File: src/rtl/lwsl_pkg.sv
// Shared constants and types for the longest window sum block.
`timescale 1ns / 1ps
`default_nettype none

package lwsl_pkg;

  // Window buffer depth and field widths
  localparam int unsigned MaxWindow = 1024;
  localparam int unsigned PtrW      = $clog2(MaxWindow);
  localparam int unsigned CntW      = $clog2(MaxWindow + 1);
  localparam int unsigned ValueW    = 16;
  localparam int unsigned LimitW    = 32;
  localparam int unsigned SumW      = 33;

  // Request from the control logic to the window memory
  typedef struct packed {
    logic              we;
    logic [PtrW-1:0]   addr;
    logic [ValueW-1:0] wdata;
  } mem_req_t;

endpackage : lwsl_pkg

`default_nettype wire

File: src/rtl/lwsl_if.sv
// Valid/ready channel interfaces: input words, result words, configuration.
`timescale 1ns / 1ps
`default_nettype none

interface lwsl_in_if;
  import lwsl_pkg::*;
  logic              valid;
  logic              ready;
  logic [ValueW-1:0] item_value;
  logic              is_last;
  modport source (output valid, item_value, is_last, input ready);
  modport sink   (input valid, item_value, is_last, output ready);
endinterface : lwsl_in_if

interface lwsl_out_if;
  import lwsl_pkg::*;
  logic            valid;
  logic            ready;
  logic [CntW-1:0] best_length;
  logic [CntW-1:0] window_length;
  logic            capped;
  logic            final_result;
  modport source (output valid, best_length, window_length, capped, final_result,
                  input ready);
  modport sink   (input valid, best_length, window_length, capped, final_result,
                  output ready);
endinterface : lwsl_out_if


`default_nettype wire

File: src/rtl/lwsl_ctrl.sv
// Window control: read-modify-write sequencer over the window memory.
`timescale 1ns / 1ps
`default_nettype none

module lwsl_ctrl (
  input  wire logic                      clk_i,
  input  wire logic                      rst_ni,
  input  wire logic [lwsl_pkg::LimitW-1:0] sum_limit_i,
  lwsl_in_if.sink                        in_i,
  lwsl_out_if.source                     out_o,
  output      lwsl_pkg::mem_req_t        mem_req_o,
  input  wire logic [lwsl_pkg::ValueW-1:0] mem_rdata_i
);
  import lwsl_pkg::*;

  typedef enum logic [1:0] {
    S_IDLE,
    S_DEPTH,
    S_CHECK,
    S_EVICT
  } state_e;

  state_e            state_q;
  logic [PtrW-1:0]   oldest_q;
  logic [CntW-1:0]   count_q;
  logic [SumW-1:0]   sum_q;
  logic [CntW-1:0]   best_q;
  logic [ValueW-1:0] value_q;
  logic              last_q;
  logic              depth_q;
  logic              sum_ev_q;
  logic              out_valid_q;
  logic [CntW-1:0]   out_best_q;
  logic [CntW-1:0]   out_win_q;
  logic              out_capped_q;
  logic              out_final_q;

  logic              accept;
  logic              full;
  logic [CntW-1:0]   slot_wide;
  logic [PtrW-1:0]   slot;
  logic [PtrW-1:0]   oldest_inc;
  logic              over;
  logic              out_free;
  logic [CntW-1:0]   best_new;

  assign in_i.ready = (state_q == S_IDLE);
  assign accept     = in_i.valid && in_i.ready;
  assign full       = (count_q == CntW'(MaxWindow));
  assign out_free   = !out_valid_q || out_o.ready;

  // Slot after the newest entry, modulo the buffer depth
  always_comb begin
    slot_wide = CntW'(oldest_q) + count_q;
    if (slot_wide >= CntW'(MaxWindow)) begin
      slot_wide = slot_wide - CntW'(MaxWindow);
    end
    slot = slot_wide[PtrW-1:0];
  end

  assign oldest_inc = (oldest_q == PtrW'(MaxWindow - 1)) ? '0 : oldest_q + PtrW'(1);
  assign over       = (count_q != '0) && (sum_q > SumW'(sum_limit_i));
  assign best_new   = (count_q > best_q) ? count_q : best_q;

  // Memory port: addresses the oldest entry, but for a new word written into the free slot
  always_comb begin
    mem_req_o.we    = 1'b0;
    mem_req_o.addr  = oldest_q;
    mem_req_o.wdata = value_q;
    case (state_q)
      S_IDLE: begin
        if (accept && !full) begin
          mem_req_o.we    = 1'b1;
          mem_req_o.addr  = slot;
          mem_req_o.wdata = in_i.item_value;
        end
      end
      S_DEPTH: begin
        // buffer full: new word replaces the evicted oldest one
        mem_req_o.we = 1'b1;
      end
      default: begin
      end
    endcase
  end

  // Sequencer, window state and result register
  always_ff @(posedge clk_i or negedge rst_ni) begin
    if (!rst_ni) begin
      state_q      <= S_IDLE;
      oldest_q     <= '0;
      count_q      <= '0;
      sum_q        <= '0;
      best_q       <= '0;
      value_q      <= '0;
      last_q       <= 1'b0;
      depth_q      <= 1'b0;
      sum_ev_q     <= 1'b0;
      out_valid_q  <= 1'b0;
      out_best_q   <= '0;
      out_win_q    <= '0;
      out_capped_q <= 1'b0;
      out_final_q  <= 1'b0;
    end else begin
      if (out_valid_q && out_o.ready) begin
        out_valid_q <= 1'b0;
      end
      case (state_q)
        S_IDLE: begin
          if (accept) begin
            value_q  <= in_i.item_value;
            last_q   <= in_i.is_last;
            sum_ev_q <= 1'b0;
            if (full) begin
              depth_q <= 1'b1;
              state_q <= S_DEPTH;
            end else begin
              depth_q <= 1'b0;
              count_q <= count_q + CntW'(1);
              sum_q   <= sum_q + SumW'(in_i.item_value);
              state_q <= S_CHECK;
            end
          end
        end
        S_DEPTH: begin
          sum_q    <= sum_q - SumW'(mem_rdata_i) + SumW'(value_q);
          oldest_q <= oldest_inc;
          state_q  <= S_CHECK;
        end
        S_CHECK: begin
          if (over) begin
            state_q <= S_EVICT;
          end else if (out_free) begin
            out_valid_q  <= 1'b1;
            out_best_q   <= best_new;
            out_win_q    <= count_q;
            out_capped_q <= depth_q && !sum_ev_q;
            out_final_q  <= last_q;
            state_q      <= S_IDLE;
            if (last_q) begin
              oldest_q <= '0;
              count_q  <= '0;
              sum_q    <= '0;
              best_q   <= '0;
            end else begin
              best_q <= best_new;
            end
          end
        end
        S_EVICT: begin
          sum_q    <= sum_q - SumW'(mem_rdata_i);
          oldest_q <= oldest_inc;
          count_q  <= count_q - CntW'(1);
          sum_ev_q <= 1'b1;
          state_q  <= S_CHECK;
        end
        default: begin
          state_q <= S_IDLE;
        end
      endcase
    end
  end

  assign out_o.valid         = out_valid_q;
  assign out_o.best_length   = out_best_q;
  assign out_o.window_length = out_win_q;
  assign out_o.capped        = out_capped_q;
  assign out_o.final_result  = out_final_q;

endmodule : lwsl_ctrl

`default_nettype wire

File: src/flat_wrapper.sv
// flat-port wrapper written by rule: the top's interface ports become plain ports
module lwsl_ctrl_flat import lwsl_pkg::*;
  (clk_i, rst_ni, sum_limit_i, mem_req_o, mem_rdata_i, in_i_valid, in_i_item_value, in_i_is_last, in_i_ready, out_o_valid, out_o_best_length, out_o_window_length, out_o_capped, out_o_final_result, out_o_ready);
  lwsl_in_if in_i_i ();
  lwsl_out_if out_o_i ();
  input  wire logic clk_i;
  input  wire logic rst_ni;
  input  wire logic [lwsl_pkg::LimitW-1:0] sum_limit_i;
  output      lwsl_pkg::mem_req_t mem_req_o;
  input  wire logic [lwsl_pkg::ValueW-1:0] mem_rdata_i;
  input wire logic [$bits(in_i_i.valid)-1:0] in_i_valid;
  input wire logic [$bits(in_i_i.item_value)-1:0] in_i_item_value;
  input wire logic [$bits(in_i_i.is_last)-1:0] in_i_is_last;
  output wire logic [$bits(in_i_i.ready)-1:0] in_i_ready;
  output wire logic [$bits(out_o_i.valid)-1:0] out_o_valid;
  output wire logic [$bits(out_o_i.best_length)-1:0] out_o_best_length;
  output wire logic [$bits(out_o_i.window_length)-1:0] out_o_window_length;
  output wire logic [$bits(out_o_i.capped)-1:0] out_o_capped;
  output wire logic [$bits(out_o_i.final_result)-1:0] out_o_final_result;
  input wire logic [$bits(out_o_i.ready)-1:0] out_o_ready;
  assign in_i_i.valid = in_i_valid;
  assign in_i_i.item_value = in_i_item_value;
  assign in_i_i.is_last = in_i_is_last;
  assign in_i_ready = in_i_i.ready;
  assign out_o_valid = out_o_i.valid;
  assign out_o_best_length = out_o_i.best_length;
  assign out_o_window_length = out_o_i.window_length;
  assign out_o_capped = out_o_i.capped;
  assign out_o_final_result = out_o_i.final_result;
  assign out_o_i.ready = out_o_ready;
  lwsl_ctrl u_core (.clk_i(clk_i), .rst_ni(rst_ni), .sum_limit_i(sum_limit_i), .in_i(in_i_i), .out_o(out_o_i), .mem_req_o(mem_req_o), .mem_rdata_i(mem_rdata_i));
endmodule
File: config.mk
export PLATFORM = sky130hd
export DESIGN_NAME = lwsl_ctrl_flat
export DESIGN_NICKNAME = d
export VERILOG_FILES = /design/src/rtl/lwsl_pkg.sv /design/src/rtl/lwsl_if.sv /design/src/rtl/lwsl_ctrl.sv /design/src/flat_wrapper.sv
export SDC_FILE = /design/constraint.sdc
export NUM_CORES = 1
export LEC_CHECK = 0
export BUFFER_PORTS_ARGS = -buffer_cell sky130_fd_sc_hd__buf_2
export CORE_ASPECT_RATIO = 1.75
export CORE_UTILIZATION = 30
export DETAILED_ROUTE_END_ITERATION = 6
export GPL_TIMING_DRIVEN = 0
export MAX_ROUTING_LAYER = met4
export PLACE_DENSITY = 0.48
export SYNTH_ARGS = -nofsm -noshare
export SYNTH_HDL_FRONTEND = slang
export SYNTH_SLANG_ARGS = --single-unit
export TNS_END_PERCENT = 10
File: constraint.sdc
create_clock -name clk_i -period 7.9 [get_ports clk_i]
set_clock_uncertainty 0.05 [all_clocks]
set_input_delay 0.79 -clock clk_i [delete_from_list [all_inputs] [get_ports clk_i]]
set_output_delay 0.79 -clock clk_i [all_outputs]
set_load 0.01 [all_outputs]
==> summary.md, run 1 <==
| Metric | Value |
|---|---|
| Status | finished clean |
| Post-Route WL | 38.5 mm |
| Clock slew at reported path FFs | 90 ps |
| RSZ-0062 raised after global routing | false |
| First-pass GRT wire length | 58.6 mm |
| Crit. End Element | flop |
| Num CTS Buffers | 9 |
| Die X | 144 um |
| Min-Delay Path Class | input port to async pin |
| Crit path arrival time | 6920 ps |
| Max cap viols | 0 |
| Full die area | 35900 um2 |
| GRT Util Overall | 22.6% |
| Vias | 10200 |
| Cell Area, Synth | 10500 um2 |
| Share of layout cells above drive strength 1 | 12.8% |
| Yosys synthesis warning count | 0 |
| Grt ovf | 0 |
| Critical Path Fanout Max | 9 |
| Vias per cell | 5.37 |
| Worst EP required | 8060 ps |
| Fmax | 0.148 GHz |
| # Post-CTS Setup Buffers | 0 |
| Final WS setup | 1130 ps |
| Syn Area/Cell | 8.14 um2 |
| Initial antenna violation count | 1 |
| Max Slew Vio Count | 0 |
| Vias in the first global route | 9991 |
| I/O Buffers | 121 |
| # DRC | 0 |
| DRT Pass-1 Iters | 5 |
| Resized cells post-CTS | 0 |
| Synthesis-to-layout area growth | 14.6% |
| Final hold vios | 0 |
| Gate power share | 72.0% |
| Setup-failing EPs final | 0 |
| Post-route setup TNS | 0 ps |
| Post-synth cell types | 68 |
| Pin count of the biggest net entering global routing | 60 |
| Crit Path Category | input port to flop |
| EDFF count, synth | 0 |
| Sequential area share after synthesis | 26.4% |
| Row Count | 90 |
| Design area | 12100 um2 |
| Ys async rst share | 100% |
| CTS sink count | 111 |
| LEAKAGE | 5.77 nW |
| IO Count | 122 |
| Fin nets | 1616 |
| Dpl cell area | 11700 um2 |
| Routed Antenna Nets | 0 |
| Worst-Skew Late Latency | 390 ps |
| # hold bufs at CTS | 0 |
| Worst-Margin Slew | 1280 ps |
| Clk buf depth | 2 |
| Detail Placement HPWL | 30.8 mm |
| CTS tree | done |
| Peak VDD IR | 181 uV |
| CTS HTree Levels | 3 |
| Core area | 34600 um2 |
| Register bit count reported by yosys | 111 |
| Rel. slew slack | 13.8% |
| Switching Share | 54.2% |
| PwrDens | 473 nW/um2 |
| Synth Flop Type | dfrtp_1 |
| Mapped Cells | 1294 |
| Starting Density | 30.5% |
| Root Buffer | clkbuf_16 |
| Setup crit start kind | input port |
| Sequential share of power | 19.2% |
| Layout Utilization | 34.9% |
| Die height | 250 um |
| GP Congestion | 0.926 |
| Net switching power | 3.10 mW |
| Final period util | 85.7% |
| Synthesized Nets | 1482 |
| Detailed router's first-iteration violation count | 535 |
| Total power | 5.71 mW |
| Period minus WS final | 6770 ps |
| Setup slack at placement | 828 ps |
| Pint | 2.61 mW |
| Power share of the clock group | 8.7% |
| Fill count | 3726 |
| Wire length per cell after detailed routing | 20.3 um |
## cells in the final DEF (no fill, tap or decap), types with 20 or more instances in the layout
master    Yosys  final
inv_1        92     92
nor2_1       87     87
o21ai_0      84     84
clkbuf_1     48     48
nor3_1       20     20
dfrtp_1     111    111
mux2_2       32     32
nand4_1      21     21
ha_1        114    114
a21oi_1     117    117
buf_2         0    121
nand3_1      24     24
xnor2_1      47     47
xor2_1       32     32
nand2_1     141    141
a21o_1       40     40
and3_1       22     22
## per-layer routing
metal	vias up	share of wire [%]	track usage [%]	routed length [um]
met5	-	0	-	0
met4	0	5.8	13.6	2240
met3	88	2.2	2.05	853
met2	231	54	41.1	20700
met1	4879	38	23.2	14700
li1	4970	-	-	-
## cell usage after synthesis, drive strengths merged, types with 8 or more instances
| master | instances | area share, % |
|---|---|---|
| a22o | 10 | 0.83 |
| nor3 | 21 | 1.0 |
| ha | 114 | 14 |
| nor2 | 87 | 3.1 |
| o21a | 13 | 0.93 |
| buf | 10 | 0.43 |
| xor2 | 32 | 2.7 |
| a21oi | 117 | 5.6 |
| dfrtp | 111 | 26 |
| xnor2 | 47 | 3.9 |
| a32oi | 15 | 1.2 |
| nor4 | 11 | 0.65 |
| o221ai | 9 | 0.75 |
| mux2i | 15 | 1.4 |
| inv | 92 | 3.3 |
| mux2 | 32 | 3.4 |
| or3 | 8 | 0.62 |
| clkbuf | 48 | 1.7 |
| nand4 | 21 | 1.2 |
| o211ai | 14 | 1.0 |
| nand2b | 13 | 0.77 |
| nand3 | 24 | 1.1 |
| o21bai | 12 | 0.86 |
| and3 | 22 | 1.3 |
| o31ai | 9 | 0.64 |
| a211oi | 12 | 0.86 |
| o22ai | 10 | 0.59 |
| a31oi | 14 | 0.83 |
| nor2b | 11 | 0.65 |
| nand2 | 141 | 5.0 |
| a21o | 40 | 2.9 |
| o21ai | 86 | 4.1 |
## worst paths after layout
check,slack (ps),startpoint,depth (start not counted),to
worst max register to register,1230,u_core.sum_q[1],19,u_core.sum_q[24]
worst max-delay path,1130,mem_rdata_i[1],21,u_core.sum_q[24]
worst min register to register,430,u_core.sum_ev_q,2,u_core.sum_ev_q
min in group clk_i,430,u_core.sum_ev_q,2,u_core.sum_ev_q
max in group asynchronous,6770,rst_ni,2,u_core.sum_q[13]
worst min-delay path,320,rst_ni,1,u_core.out_o.best_length[3]
## through the flow
stage               hold slack [ps]  std cells
floorplan                       388       1294
global placement                405       1875
detailed placement              417       1876
CTS                             330       1892
global route                    362       1894
finish                          316       1894
## critical path, cell delays in order
cell	delay, ps
buf_2	120
inv_1	50
ha_1	270
nor2b_1	140
o31a_1	280
o31ai_1	1020
o21ai_1	400
a21oi_1	320
xnor2_1	210
ha_1	330
clkbuf_1	250
o21ai_0	200
a211oi_1	260
o221ai_1	150
a31oi_1	410
nor2b_1	230
o211ai_1	190
nor3_2	610
mux2i_1	330
xnor2_1	140
o221ai_1	210
## power by group through the flow
stage / registers [mW] / logic (mW) / clock network, mW
global placement: 1.11 / 4.07 / 0
finish: 1.10 / 4.11 / 0.499
detailed placement: 1.12 / 4.08 / 0
global route: 1.13 / 4.52 / 0.532
floorplan: 1.00 / 2.91 / 0
CTS: 1.10 / 4.11 / 0.517
## layout make-up
| class | count | area [um2] | area share, % |
|---|---|---|---|
| Multi-Input combinational cell | 1032 | 7180 | 59.5 |
| Sequential cell | 111 | 2780 | 23.0 |
| Timing Repair Buffer | 123 | 644 | 5.34 |
| Tap cell | 460 | 576 | 4.77 |
| Inverter | 93 | 349 | 2.89 |
| Clock buffer | 9 | 225 | 1.87 |
| Buffer | 58 | 225 | 1.87 |
| Clock inverter | 7 | 86.3 | 0.716 |
| Antenna cell | 1 | 2.50 | 0.0207 |
## state kept, by name, indices dropped and copies added (netlist names)
register                    flops
u_core.depth_q                  1
u_core.state_q                  2
u_core.value_q                 16
u_core.count_q                 11
u_core.sum_q                   33
u_core.out_o.best_length       11
u_core.oldest_q                10
u_core.sum_ev_q                 1
u_core.out_o.final_result       1
u_core.last_q                   1
u_core.best_q                  11
u_core.out_o.valid              1
u_core.out_o.window_length     11
u_core.out_o.capped             1
## cells by family after synthesis
| group | after synthesis | share of synthesized area [%] |
|---|---|---|
| AOI/OAI and AO/OA | 405 | 24.9 |
| and+or+nand+nor | 382 | 17.3 |
| adders and majority gates | 119 | 14.5 |
| buffers and inverters | 151 | 5.45 |
| DFF | 111 | 26.4 |
| muxes | 47 | 4.85 |
| xor gates and xnor gates | 79 | 6.57 |
No activity file was read; power rests on OpenSTA's default activity.
==> run 2, diff against run 1 <==
--- a/config.mk
+++ b/config.mk
@@ -5,10 +5,11 @@
 export SDC_FILE = /design/constraint.sdc
 export NUM_CORES = 1
 export LEC_CHECK = 0
-export BUFFER_PORTS_ARGS = -buffer_cell sky130_fd_sc_hd__buf_2
+export BUFFER_PORTS_ARGS = -buffer_cell sky130_fd_sc_hd__clkbuf_2
 export CORE_ASPECT_RATIO = 1.75
 export CORE_UTILIZATION = 30
 export DETAILED_ROUTE_END_ITERATION = 6
+export GPL_ROUTABILITY_DRIVEN = 1
 export GPL_TIMING_DRIVEN = 0
 export MAX_ROUTING_LAYER = met4
 export PLACE_DENSITY = 0.48
==> summary.md, run 2 (same netlist as run 1, synthesis figures left out) <==
| Metric | Value |
|---|---|
| Max FFs per register | 33 |
| Status | finished with violations |
| Commonest non-fill, non-tap cell in the layout | nand2_1 |
| Pin count of the biggest net entering global routing | 60 |
| CTS tree | done |
| Crit. End Element | flop |
| Largest Register | u_core.sum_q |
| R2R Path Start | u_core.sum_q[2] |
| I/O Buffers | 121 |
| CTS HTree Levels | 3 |
| Synthesis-to-layout area growth | 14.5% |
| Die X | 144 um |
| Setup-failing EPs final | 0 |
| Failing checks | capacitance limit, slew limit |
| Core area | 34600 um2 |
| DRT Pass-1 Iters | 5 |
| Crit Path Category | input port to flop |
| Post-Route WL | 38.5 mm |
| # hold bufs at CTS | 0 |
| Final period util | 88.8% |
| Max Slew Vio Count | 1 |
| Root Buffer | clkbuf_16 |
| GP Congestion | 0.926 |
| Resized cells post-CTS | 0 |
| PwrDens | 473 nW/um2 |
| Peak VDD IR | 180 uV |
| Vias per cell | 5.41 |
| Rel. slew slack | -0.481% |
| Worst-Skew Late Latency | 400 ps |
| Layout Utilization | 34.9% |
| Vias | 10200 |
| Fin nets | 1615 |
| # DRC | 0 |
| Worst-Margin Slew | 1490 ps |
| Grt ovf | 0 |
| R2R Path End | u_core.sum_q[24] |
| Clock slew at reported path FFs | 90 ps |
| Clk buf depth | 2 |
| Worst EP required | 8040 ps |
| Row Count | 90 |
| # Post-CTS Setup Buffers | 0 |
| Final hold vios | 0 |
| Wire length per cell after detailed routing | 20.3 um |
| First-pass GRT wire length | 59.5 mm |
| Max cap viols | 1 |
| Fmax | 0.143 GHz |
| Final WS setup | 887 ps |
| Starting Density | 30.5% |
| Post-route setup TNS | 0 ps |
| Crit path arrival time | 7160 ps |
| IO Count | 122 |
| Share of layout cells above drive strength 1 | 12.8% |
| Total power | 5.71 mW |
| Top flop regs | u_core.sum_q x33, u_core.value_q x16 |
| Period minus WS final | 7010 ps |
| Most frequent cells in the layout | nand2_1 (141), clkbuf_2 (120), a21oi_1 (117), ha_1 (114), dfrtp_1 (111) |
| Detailed router's first-iteration violation count | 431 |
| Flop-to-flop setup slack | 1000 ps |
| Initial antenna violation count | 1 |
| R2R cell count | 19 |
| LEAKAGE | 5.77 nW |
| Num CTS Buffers | 9 |
| GRT Util Overall | 22.9% |
| Setup slack at placement | 635 ps |
| Die height | 250 um |
| Setup crit start kind | input port |
| Vias in the first global route | 10300 |
| Critical Path Fanout Max | 9 |
| RSZ-0062 raised after global routing | false |
| Full die area | 35900 um2 |
| Min-Delay Path Class | input port to async pin |
| Detail Placement HPWL | 30.7 mm |
| Routed Antenna Nets | 0 |
| CTS sink count | 111 |
run 2: cell count changes in the layout (fill, tap and decap cells not counted), sizes merged:
cell	delta
buf	-122
clkbuf	+121
run 2: power by group:
part	internal [mW]	switching [mW]	total (mW)
Sequential	0.803	0.296	1.10
Combinational	1.58	2.52	4.10
Clock	0.229	0.276	0.504
run 2: per-stage QoR:
step	hold WS, ps	std cells	area, um2
after floorplan	388	1294	10500
after global placement	408	1875	11700
after detailed placement	412	1876	11700
after CTS	331	1892	12100
after global routing	344	1893	12100
final	317	1893	12100
run 2: metal layers:
layer	vias to the layer above	GRT usage (%)	part of all wire (%)
li1	4987	-	-
met2	245	41.0	53
met4	0	14.6	6.3
met1	4910	23.4	37
met3	94	2.32	2.8
met5	-	-	0
run 2: worst max-delay path, stage by stage:
cell      delay, ps
clkbuf_2        120
inv_1            50
ha_1            270
nor2b_1         140
o31a_1          280
o31ai_1        1150
o21ai_1         430
a21oi_1         330
xnor2_1         220
ha_1            350
clkbuf_1        270
o21ai_0         190
a211oi_1        290
o221ai_1        180
a31oi_1         380
nor2b_1         230
o211ai_1        200
nor3_2          600
mux2i_1         310
xnor2_1         140
o221ai_1        220
run 2: final cells by class:
| cell class | instances | area (um2) |
|---|---|---|
| clock buffer | 9 | 225 |
| clock inverter | 7 | 86.3 |
| timing repair buffer | 122 | 642 |
| buffer | 58 | 225 |
| fill | 3661 | 22500 |
| sequential | 111 | 2780 |
| multi-input combinational | 1032 | 7180 |
| tap | 460 | 576 |
| antenna | 1 | 2.50 |
| inverter | 93 | 349 |
run 2: worst max path at each step:
stage / startpoint / endpoint / slack [ps] / depth (start not counted)
final: mem_rdata_i[1] / u_core.sum_q[24] / 890 / 21
after global placement: mem_rdata_i[1] / u_core.sum_q[24] / 710 / 21
after global routing: mem_rdata_i[1] / u_core.sum_q[24] / 550 / 21
after detailed placement: mem_rdata_i[1] / u_core.sum_q[24] / 630 / 21
after CTS: mem_rdata_i[1] / u_core.sum_q[24] / 1030 / 21
after floorplan: mem_rdata_i[6] / u_core.sum_q[24] / 2640 / 21
